$ cat src/sv/efcc_pkg.sv
`timescale 1ns / 1ps

package efcc_pkg;

  // Counter, frame length and output widths
  localparam int CntW = 32;
  localparam int LenW = 32;
  localparam int OutW = 32;

  // Header constants
  localparam logic [15:0] EtypeArp   = 16'h0806;
  localparam logic [15:0] EtypeIp    = 16'h0800;
  localparam logic [7:0]  ProtoIcmp  = 8'd1;
  localparam logic [7:0]  ProtoUdp   = 8'd17;
  localparam logic [7:0]  ProtoTcp   = 8'd6;
  localparam logic [7:0]  AllOnes    = 8'hFF;

  // Frame byte offsets
  localparam logic [LenW-1:0] PrefixLast = LenW'(3);
  localparam logic [LenW-1:0] MacBytes   = LenW'(6);
  localparam logic [LenW-1:0] EtypeHiPos = LenW'(12);
  localparam logic [LenW-1:0] EtypeLoPos = LenW'(13);
  localparam logic [LenW-1:0] EtypeBytes = LenW'(14);
  localparam logic [LenW-1:0] ProtoPos   = LenW'(23);

  // Counter slots, in output order
  localparam int NumCnt      = 9;
  localparam int CntFrames   = 0;
  localparam int CntBcast    = 1;
  localparam int CntArp      = 2;
  localparam int CntIp       = 3;
  localparam int CntUdp      = 4;
  localparam int CntTcp      = 5;
  localparam int CntIcmp     = 6;
  localparam int CntOtherIp  = 7;
  localparam int CntOther    = 8;

  typedef enum logic [2:0] {
    CLS_OTHER    = 3'd0,
    CLS_ARP      = 3'd1,
    CLS_ICMP     = 3'd2,
    CLS_UDP      = 3'd3,
    CLS_TCP      = 3'd4,
    CLS_OTHER_IP = 3'd5
  } cls_e;

  // Frame-done event from parser to statistics
  typedef struct packed {
    logic valid;
    cls_e cls;
    logic bcast;
  } frame_ev_t;

endpackage

$ cat src/sv/efcc_parser.sv
`timescale 1ns / 1ps

module efcc_parser (
  input  logic                clk_i,
  input  logic                rst_ni,
  input  logic                in_valid_i,
  output logic                in_ready_o,
  input  logic [7:0]          data_byte_i,
  input  logic                slot_free_i,
  output efcc_pkg::frame_ev_t ev_o
);
  import efcc_pkg::*;

  // input register
  logic       valid_q;
  logic [7:0] byte_q;

  // frame state
  logic            in_prefix_q, in_prefix_d;
  logic [LenW-1:0] pos_q, pos_d;
  logic [LenW-1:0] len_q, len_d;
  logic [15:0]     etype_q, etype_d;
  logic            bcast_q, bcast_d;
  logic [7:0]      proto_q, proto_d;
  logic            seen_q, seen_d;

  logic            ends;
  logic            consume;
  logic [LenW-1:0] len_acc;
  logic [LenW-1:0] pos_inc;
  logic            et_ok;
  cls_e            cls;
  logic            bc_out;

  assign pos_inc = pos_q + LenW'(1);
  assign len_acc = (pos_q == '0) ? LenW'(byte_q) : {len_q[LenW-9:0], byte_q};

  always_comb begin
    in_prefix_d = in_prefix_q;
    pos_d       = pos_q;
    len_d       = len_q;
    etype_d     = etype_q;
    bcast_d     = bcast_q;
    proto_d     = proto_q;
    seen_d      = seen_q;
    ends        = 1'b0;
    cls         = CLS_OTHER;
    bc_out      = 1'b0;
    et_ok       = 1'b0;

    if (in_prefix_q) begin
      len_d = len_acc;
      if (pos_q == PrefixLast) begin
        in_prefix_d = 1'b0;
        pos_d       = '0;
        etype_d     = '0;
        bcast_d     = 1'b1;
        proto_d     = '0;
        seen_d      = 1'b0;
        // empty frame closes right on the last length byte
        if (len_acc == '0) begin
          ends        = 1'b1;
          in_prefix_d = 1'b1;
        end
      end else begin
        pos_d = pos_inc;
      end
    end else begin
      if (pos_q < MacBytes && byte_q != AllOnes) begin
        bcast_d = 1'b0;
      end
      if (pos_q == EtypeHiPos) begin
        etype_d = {byte_q, etype_q[7:0]};
      end else if (pos_q == EtypeLoPos) begin
        etype_d = {etype_q[15:8], byte_q};
      end else if (pos_q == ProtoPos) begin
        proto_d = byte_q;
        seen_d  = 1'b1;
      end
      pos_d = pos_inc;
      if (pos_inc >= len_q) begin
        ends        = 1'b1;
        in_prefix_d = 1'b1;
        pos_d       = '0;
        bc_out      = bcast_d && (len_q >= MacBytes);
        et_ok       = len_q >= EtypeBytes;
        if (et_ok && etype_d == EtypeArp) begin
          cls = CLS_ARP;
        end else if (et_ok && etype_d == EtypeIp) begin
          if (seen_d && proto_d == ProtoIcmp) begin
            cls = CLS_ICMP;
          end else if (seen_d && proto_d == ProtoUdp) begin
            cls = CLS_UDP;
          end else if (seen_d && proto_d == ProtoTcp) begin
            cls = CLS_TCP;
          end else begin
            cls = CLS_OTHER_IP;
          end
        end
      end
    end
  end

  // a frame-ending byte waits for a free result slot
  assign consume    = valid_q && (!ends || slot_free_i);
  assign in_ready_o = !valid_q || consume;

  assign ev_o.valid = valid_q && ends && slot_free_i;
  assign ev_o.cls   = cls;
  assign ev_o.bcast = bc_out;

  always_ff @(posedge clk_i or negedge rst_ni) begin
    if (!rst_ni) begin
      valid_q <= 1'b0;
    end else if (in_valid_i && in_ready_o) begin
      valid_q <= 1'b1;
    end else if (consume) begin
      valid_q <= 1'b0;
    end
  end

  always_ff @(posedge clk_i) begin
    if (in_valid_i && in_ready_o) begin
      byte_q <= data_byte_i;
    end
  end

  always_ff @(posedge clk_i or negedge rst_ni) begin
    if (!rst_ni) begin
      in_prefix_q <= 1'b1;
      pos_q       <= '0;
      len_q       <= '0;
      etype_q     <= '0;
      bcast_q     <= 1'b1;
      proto_q     <= '0;
      seen_q      <= 1'b0;
    end else if (consume) begin
      in_prefix_q <= in_prefix_d;
      pos_q       <= pos_d;
      len_q       <= len_d;
      etype_q     <= etype_d;
      bcast_q     <= bcast_d;
      proto_q     <= proto_d;
      seen_q      <= seen_d;
    end
  end

endmodule

$ cat src/sv/efcc_stats.sv
`timescale 1ns / 1ps

module efcc_stats (
  input  logic                clk_i,
  input  logic                rst_ni,
  input  efcc_pkg::frame_ev_t ev_i,
  output logic                slot_free_o,
  output logic                out_valid_o,
  input  logic                out_ready_i,
  output logic [2:0]          frame_class_o,
  output logic                is_broadcast_o,
  output logic [31:0]         frames_total_o,
  output logic [31:0]         broadcast_total_o,
  output logic [31:0]         arp_total_o,
  output logic [31:0]         ip_total_o,
  output logic [31:0]         udp_total_o,
  output logic [31:0]         tcp_total_o,
  output logic [31:0]         icmp_total_o,
  output logic [31:0]         other_ip_total_o,
  output logic [31:0]         other_total_o
);
  import efcc_pkg::*;

  logic [CntW-1:0] cnt_q [NumCnt];
  logic [CntW-1:0] cnt_d [NumCnt];
  logic            out_valid_q;
  cls_e            cls_q;
  logic            bcast_q;
  logic            is_ip;

  assign slot_free_o = !out_valid_q || out_ready_i;
  assign is_ip = ev_i.cls == CLS_ICMP || ev_i.cls == CLS_UDP ||
                 ev_i.cls == CLS_TCP || ev_i.cls == CLS_OTHER_IP;

  always_comb begin
    for (int k = 0; k < NumCnt; k++) begin
      cnt_d[k] = cnt_q[k];
    end
    if (ev_i.valid) begin
      cnt_d[CntFrames] = cnt_q[CntFrames] + CntW'(1);
      if (ev_i.bcast) begin
        cnt_d[CntBcast] = cnt_q[CntBcast] + CntW'(1);
      end
      if (is_ip) begin
        cnt_d[CntIp] = cnt_q[CntIp] + CntW'(1);
      end
      case (ev_i.cls)
        CLS_ARP:      cnt_d[CntArp]     = cnt_q[CntArp] + CntW'(1);
        CLS_ICMP:     cnt_d[CntIcmp]    = cnt_q[CntIcmp] + CntW'(1);
        CLS_UDP:      cnt_d[CntUdp]     = cnt_q[CntUdp] + CntW'(1);
        CLS_TCP:      cnt_d[CntTcp]     = cnt_q[CntTcp] + CntW'(1);
        CLS_OTHER_IP: cnt_d[CntOtherIp] = cnt_q[CntOtherIp] + CntW'(1);
        default:      cnt_d[CntOther]   = cnt_q[CntOther] + CntW'(1);
      endcase
    end
  end

  // counters only move on a new result, so they double as the result register
  always_ff @(posedge clk_i or negedge rst_ni) begin
    if (!rst_ni) begin
      for (int k = 0; k < NumCnt; k++) begin
        cnt_q[k] <= '0;
      end
      out_valid_q <= 1'b0;
    end else begin
      for (int k = 0; k < NumCnt; k++) begin
        cnt_q[k] <= cnt_d[k];
      end
      if (ev_i.valid) begin
        out_valid_q <= 1'b1;
      end else if (out_ready_i) begin
        out_valid_q <= 1'b0;
      end
    end
  end

  always_ff @(posedge clk_i) begin
    if (ev_i.valid) begin
      cls_q   <= ev_i.cls;
      bcast_q <= ev_i.bcast;
    end
  end

  assign out_valid_o       = out_valid_q;
  assign frame_class_o     = cls_q;
  assign is_broadcast_o    = bcast_q;
  assign frames_total_o    = OutW'(cnt_q[CntFrames]);
  assign broadcast_total_o = OutW'(cnt_q[CntBcast]);
  assign arp_total_o       = OutW'(cnt_q[CntArp]);
  assign ip_total_o        = OutW'(cnt_q[CntIp]);
  assign udp_total_o       = OutW'(cnt_q[CntUdp]);
  assign tcp_total_o       = OutW'(cnt_q[CntTcp]);
  assign icmp_total_o      = OutW'(cnt_q[CntIcmp]);
  assign other_ip_total_o  = OutW'(cnt_q[CntOtherIp]);
  assign other_total_o     = OutW'(cnt_q[CntOther]);

endmodule

$ cat src/sv/ethernet_frame_classifier_counter_top.sv
`timescale 1ns / 1ps

// Channel  | Handshake                 | Payload
// ---------+---------------------------+--------------------------------------
// input    | in_valid_i / in_ready_o   | data_byte_i (length prefix, frame)
// result   | out_valid_o / out_ready_i | frame_class_o, is_broadcast_o, totals
//
// One byte per cycle is taken unless a frame-ending byte is held. A result is
// formed from a record's last byte: input register, parse/classify, counters.
// Reset clears the parser to expect a length prefix and zeroes all counters.
// While a result waits, bytes that do not end a frame keep flowing; only a
// frame-ending byte holds in the input register until the result is taken.
// Empty records (length zero) give a result on the last prefix byte.

module ethernet_frame_classifier_counter_top (
  input  logic        clk_i,
  input  logic        rst_ni,
  input  logic        in_valid_i,
  output logic        in_ready_o,
  input  logic [7:0]  data_byte_i,
  output logic        out_valid_o,
  input  logic        out_ready_i,
  output logic [2:0]  frame_class_o,
  output logic        is_broadcast_o,
  output logic [31:0] frames_total_o,
  output logic [31:0] broadcast_total_o,
  output logic [31:0] arp_total_o,
  output logic [31:0] ip_total_o,
  output logic [31:0] udp_total_o,
  output logic [31:0] tcp_total_o,
  output logic [31:0] icmp_total_o,
  output logic [31:0] other_ip_total_o,
  output logic [31:0] other_total_o
);
  import efcc_pkg::*;

  frame_ev_t ev;        // frame done, classified
  logic      slot_free; // result register can take a new request

  efcc_parser u_parser (
    .clk_i       (clk_i),
    .rst_ni      (rst_ni),
    .in_valid_i  (in_valid_i),
    .in_ready_o  (in_ready_o),
    .data_byte_i (data_byte_i),
    .slot_free_i (slot_free),
    .ev_o        (ev)
  );

  efcc_stats u_stats (
    .clk_i             (clk_i),
    .rst_ni            (rst_ni),
    .ev_i              (ev),
    .slot_free_o       (slot_free),
    .out_valid_o       (out_valid_o),
    .out_ready_i       (out_ready_i),
    .frame_class_o     (frame_class_o),
    .is_broadcast_o    (is_broadcast_o),
    .frames_total_o    (frames_total_o),
    .broadcast_total_o (broadcast_total_o),
    .arp_total_o       (arp_total_o),
    .ip_total_o        (ip_total_o),
    .udp_total_o       (udp_total_o),
    .tcp_total_o       (tcp_total_o),
    .icmp_total_o      (icmp_total_o),
    .other_ip_total_o  (other_ip_total_o),
    .other_total_o     (other_total_o)
  );

  // Input only stalls behind a result that is not being taken
  assert property (@(posedge clk_i) disable iff (!rst_ni)
    !in_ready_o |-> (out_valid_o && !out_ready_i))
    else $error("input stalled with free result slot");

  // Every finished frame bumps the frame total by exactly one
  assert property (@(posedge clk_i) disable iff (!rst_ni)
    ev.valid |=> (frames_total_o == $past(frames_total_o) + 32'd1))
    else $error("frame total did not advance");

  // Frame and IP totals hold when no frame finishes
  assert property (@(posedge clk_i) disable iff (!rst_ni)
    !ev.valid |=> ($stable(frames_total_o) && $stable(ip_total_o)))
    else $error("counter moved without a frame");

  // A UDP frame bumps both the UDP total and the IP total
  assert property (@(posedge clk_i) disable iff (!rst_ni)
    (ev.valid && ev.cls == CLS_UDP) |=> (ip_total_o == $past(ip_total_o) + 32'd1
      && udp_total_o == $past(udp_total_o) + 32'd1))
    else $error("UDP frame not counted as IP");

endmodule
$ cat config.mk
export PLATFORM = sky130hd
export DESIGN_NAME = ethernet_frame_classifier_counter_top
export DESIGN_NICKNAME = d
export VERILOG_FILES = /design/src/sv/efcc_pkg.sv /design/src/sv/efcc_parser.sv /design/src/sv/efcc_stats.sv /design/src/sv/ethernet_frame_classifier_counter_top.sv
export SDC_FILE = /design/constraint.sdc
export NUM_CORES = 1
export LEC_CHECK = 0
export BUFFER_PORTS_ARGS = -buffer_cell sky130_fd_sc_hd__clkbuf_2
export CAP_MARGIN = 10
export CELL_PAD_IN_SITES_DETAIL_PLACEMENT = 1
export CELL_PAD_IN_SITES_GLOBAL_PLACEMENT = 1
export CORE_AREA = 5 5 292 180
export DETAILED_ROUTE_END_ITERATION = 10
export DIE_AREA = 0 0 297 185
export PLACE_DENSITY_LB_ADDON = 0.3
export SETUP_SLACK_MARGIN = 0.05
export SYNTH_ARGS = -nofsm -noshare
export SYNTH_HDL_FRONTEND = slang
export SYNTH_SLANG_ARGS = --single-unit
$ cat constraint.sdc
create_clock -name clk_i -period 7.05 [get_ports clk_i]
set_input_delay 0.3525 -clock clk_i [delete_from_list [all_inputs] [get_ports clk_i]]
set_output_delay 0.3525 -clock clk_i [all_outputs]
set_load 0.1 [all_outputs]
==> summary.md <==
| Metric | Value |
|---|---|
| Critical Path AT | `about 5.8 ns` |
| GP Congestion | `0.893` |
| Met3 Use GR | `4.92%` |
| Slew margin rel. | `about 17%` |
| Layout Cells excl Fill | `2906` |
| Hold Crit Class | `in2reg` |
| Proportion of layout cells with a drive suffix above 1 | `19.5%` |
| Critical Path RT | `roughly 6.7 ns` |
| Cell mode on critical path | `nand3_1` |
| DP Cell Count | `2823` |
| Final critical-path required period | `6.14 ns` |
| Crit end category | `output port` |
| # clock sinks | `393` |
| Wirelength per Cell | `21.3 um` |
| Final Hold Fails | `0` |
| Critical path type | `reg2out` |
| Row count | `64` |
| Cell Chain, Critical Path | `ha_1 > and4_1 > nand2_1 > nor4_1 > and2_1 > nand3_1 > xnor2_1 > ha_1 > nand4_1 > nor4_1 > a22oi_1 > nand3_1 > nor2_1 > o22ai_1 > nand3_1 > clkbuf_2` |
| Post-synthesis sequential area ratio | `50.5%` |
| Synth cell types | `73` |
| Top Ports | `306` |
| Met2 usage | `between 30% and 40%` |
| Top FF cell, synth | `dfrtp_1` |
| Reg-to-reg startpoint | `u_parser.pos_q[0]$_DFFE_PN0P_` |
| Met1 Use GR | `31.3%` |
| Clock Latency Late Sink | `0.54 ns` |
| CTS tree | `done` |
| Skew final | `0.0141 ns` |
| EDFF count, synth | `12` |
| Sequential Power Share | `44.7%` |
| CTS Root Cell | `clkbuf_16` |
| Clk pwr share | `38.1%` |
| Iteration-0 DRC Markers | `1098` |
| CTS H-tree lvls | `2` |
| Register bit count reported by yosys | `393` |
| Clock Path Buffers | `3` |
| First-pass GRT wire length | `97.8 mm` |
| Final period util | `87.1%` |
| 1st-pass router iterations | `5` |
| Remaining DRCs | `0` |
| Asr flop ratio synth | `96.9%` |
| Post-route ant nets | `0` |
| Final setup fails | `0` |
| Status | `complete, no violations` |
| Postcts setup bufs | `0` |
| Core Box Area | `between 40000 and 50000 sq um` |
| Comb pwr share | `between 10% and 20%` |
| Initial Utilization | `39.3%` |
| Max Transition Viols Final | `0` |
| CTS buffer count | `40` |
| Nets | `2269` |
| VDD IR max | `between 200 and 250 uV` |
| Detail Placement HPWL | `45.6 mm` |
| Via Count | `between 15000 and 20000` |
| Crit start category | `register` |
| Maximum clock frequency | `between 150 and 200 MHz` |
| Setup repair after global routing missed its margin | `false` |
| Post-layout util | `roughly 47%` |
| Mapped Nets | `just under 2000` |
| Vias per Instance | `5.49` |
| Syn Area/Cell | `between 10 and 15 sq um` |
| Internal power | `about 4000 uW` |
| Die H | `between 150 and 200 um` |
| Busiest grt layer | `met2` |
| Crit-path max cell delay | `0.69 ns` |
| P_leak | `approximately 0.011 uW` |
| Sw Ratio | `31.6%` |
| Fillers | `5661` |
| Setup TNS | `0 ns` |
| Crit path max fanout | `9` |
| Gr usage total | `a little over a fifth` |
| Slowest-stage cell, CP | `nor4_1` |
| P_sw | `1850 uW` |
| CP startpoint | `u_parser.pos_q[0]$_DFFE_PN0P_` |
| Die ar. | `54900 sq um` |
| Max Cap Viol | `0` |
| Post-synthesis instance total | `1915` |
| YS warnings | `0` |
| Port bufs | `305` |
| Vias in the first global route | `17000` |
| Routed wire length | `61.8 mm` |
| Initial antenna violation count | `3` |
| Worst Tran Pin Value | `1.23 ns` |
| PwrDens | `252 nW/um^2` |
| Clk slew on worst S/H paths | `0.07 ns` |
| Die Wd | `297 um` |
| Layout area overhead | `18.6%` |
| HP Start | `in_valid_i` |
| Power after layout | `~5800 uW` |
| Gr ovfl total | `0` |
| Post-synthesis cell area | `19600 sq um` |
| Pin count of the biggest net entering global routing | `128` |
-- cell usage in the layout, fill, tap and decap left out, types with 9 or more instances in the layout --
cell type  instances
xor2_1           114
nor4_1            38
o21ai_0           46
dfrtp_1          379
or4_1              9
clkbuf_2         304
a31oi_1            9
and3_1            69
and4_1            30
nor3_1            51
a21oi_1           46
a22o_1            21
mux2_2            12
inv_1             77
nor2b_1           11
edfxtp_1          12
o31ai_1           26
nand3_1          138
xnor2_1          195
nand2b_1           9
nor2_1           112
nand2_1          185
clkbuf_16         40
nand4_1           83
buf_4             15
and2_1            21
nor3_2            14
or3_1              9
ha_1              44
-- worst paths after layout --
kind,end,slack [ns],cells after the start
hold / removal,u_parser.valid_q$_DFFE_PN0P_,0.03,3
setup reg to reg,u_stats.other_ip_total_o[25]$_DFFE_PN0P_,0.96,16
hold reg to reg,u_stats.icmp_total_o[31]$_DFFE_PN0P_,0.47,1
max in group asynchronous,u_stats.udp_total_o[20]$_DFFE_PN0P_,5.25,3
min in group asynchronous,u_stats.other_ip_total_o[10]$_DFFE_PN0P_,0.40,2
setup / recovery,in_ready_o,0.91,16
-- through the flow --
step | area (sq um) | setup WS (ns) | hold WS, ns
after floorplan | 19600 | 2.03 | 0.0569
after global placement | 21800 | 1.33 | 0.410
after detailed placement | 21800 | 1.07 | 0.410
after CTS | 23200 | 0.988 | 0.0110
after global routing | 23200 | 0.415 | 0.0334
final | 23200 | 0.911 | 0.0263
-- cell families after synthesis --
kind of cell / share of synthesized area (%)
adders and majority gates: 2.81
buffers and inverters: 2.99
AOI/OAI and AO/OA: 6.25
muxes: 1.16
DFF: 50.5
xor gates and xnor gates: 13.8
and+or+nand+nor: 22.5
-- synth_stat cells (3+ instances only) --
master	count	area share, %
dfrtp_1	379	48
xnor2_1	195	8.7
nand2_1	185	3.5
nand3_1	138	3.5
xor2_1	114	5.1
nor2_1	112	2.1
nand4_1	83	2.7
inv_1	77	1.5
and3_1	69	2.2
clkbuf_1	54	1.0
nor3_1	51	1.3
a21oi_1	46	1.2
o21ai_0	46	1.2
ha_1	44	2.8
nor4_1	39	1.2
and4_1	30	1.3
o31ai_1	26	1.0
a22o_1	21	0.94
and2_1	21	0.67
nor3_2	14	0.72
edfxtp_1	12	1.8
mux2_2	12	0.69
nor2b_1	11	0.35
a31oi_1	9	0.29
buf_2	9	0.23
nand2b_1	9	0.29
or3_1	9	0.29
or4_1	9	0.34
buf_1	8	0.15
mux2i_1	8	0.41
nor4_2	7	0.45
o2111ai_1	5	0.22
a211oi_1	4	0.15
nand4b_1	3	0.13
nor3b_1	3	0.11
nor4_4	3	0.33
o21ai_1	3	0.077
or2_2	3	0.096
-- worst max-delay path: cells and delay by family (launching register included) --
kind | cells | cell delay (ns)
adder cells (fa/ha/maj) | 2 | 0.69
flip-flops | 1 | 0.46
XOR/XNOR | 1 | 0.19
AND/OR/NAND/NOR | 10 | 2.99
AO/OA/AOI/OAI | 2 | 0.47
buffers and inverters | 1 | 0.43
-- power by group through the flow --
stage	Combinational [uW]	Sequential (uW)	Clock (uW)
finish	1010	2610	2230
global route	1110	2630	2370
CTS	1000	2610	2290
detailed placement	993	2650	0
global placement	957	2640	0
floorplan	624	2650	0
-- sequential cells by signal (all words and copies together), names as in the netlist, 3 cells and up --
name	cells
u_parser.byte_q	8
u_parser.etype_q	16
u_parser.len_q	32
u_parser.pos_q	32
u_parser.proto_q	8
u_stats.arp_total_o	32
u_stats.broadcast_total_o	32
u_stats.frame_class_o	3
u_stats.frames_total_o	32
u_stats.icmp_total_o	32
u_stats.ip_total_o	32
u_stats.other_ip_total_o	32
u_stats.other_total_o	32
u_stats.tcp_total_o	32
u_stats.udp_total_o	32
-- timing repair --
item	4_1_cts	5_1_grt
endpoints found under the hold margin	88	0
resized for setup	0	0
setup endpoints to repair	0	0
hold buffers	8	0
-- layer usage --
metal | wire [um] | vias to the layer above
met2 | 27500 | 432
li1 | - | 7333
met5 | 8 | -
met1 | 29000 | 8115
met3 | 4120 | 75
met4 | 1200 | 2
-- layout make-up --
type | instances | area (sq um) | share of cell area (%)
Sequential cell | 393 | 9900 | 42.6
Multi-Input combinational cell | 1372 | 9130 | 39.3
Timing Repair Buffer | 329 | 1750 | 7.53
Clock buffer | 52 | 1090 | 4.67
Tap cell | 660 | 826 | 3.55
Inverter | 77 | 289 | 1.24
Clock inverter | 21 | 262 | 1.13
Antenna cell | 2 | 5.00 | 0.0215
Power figures use the tool's default switching activity.
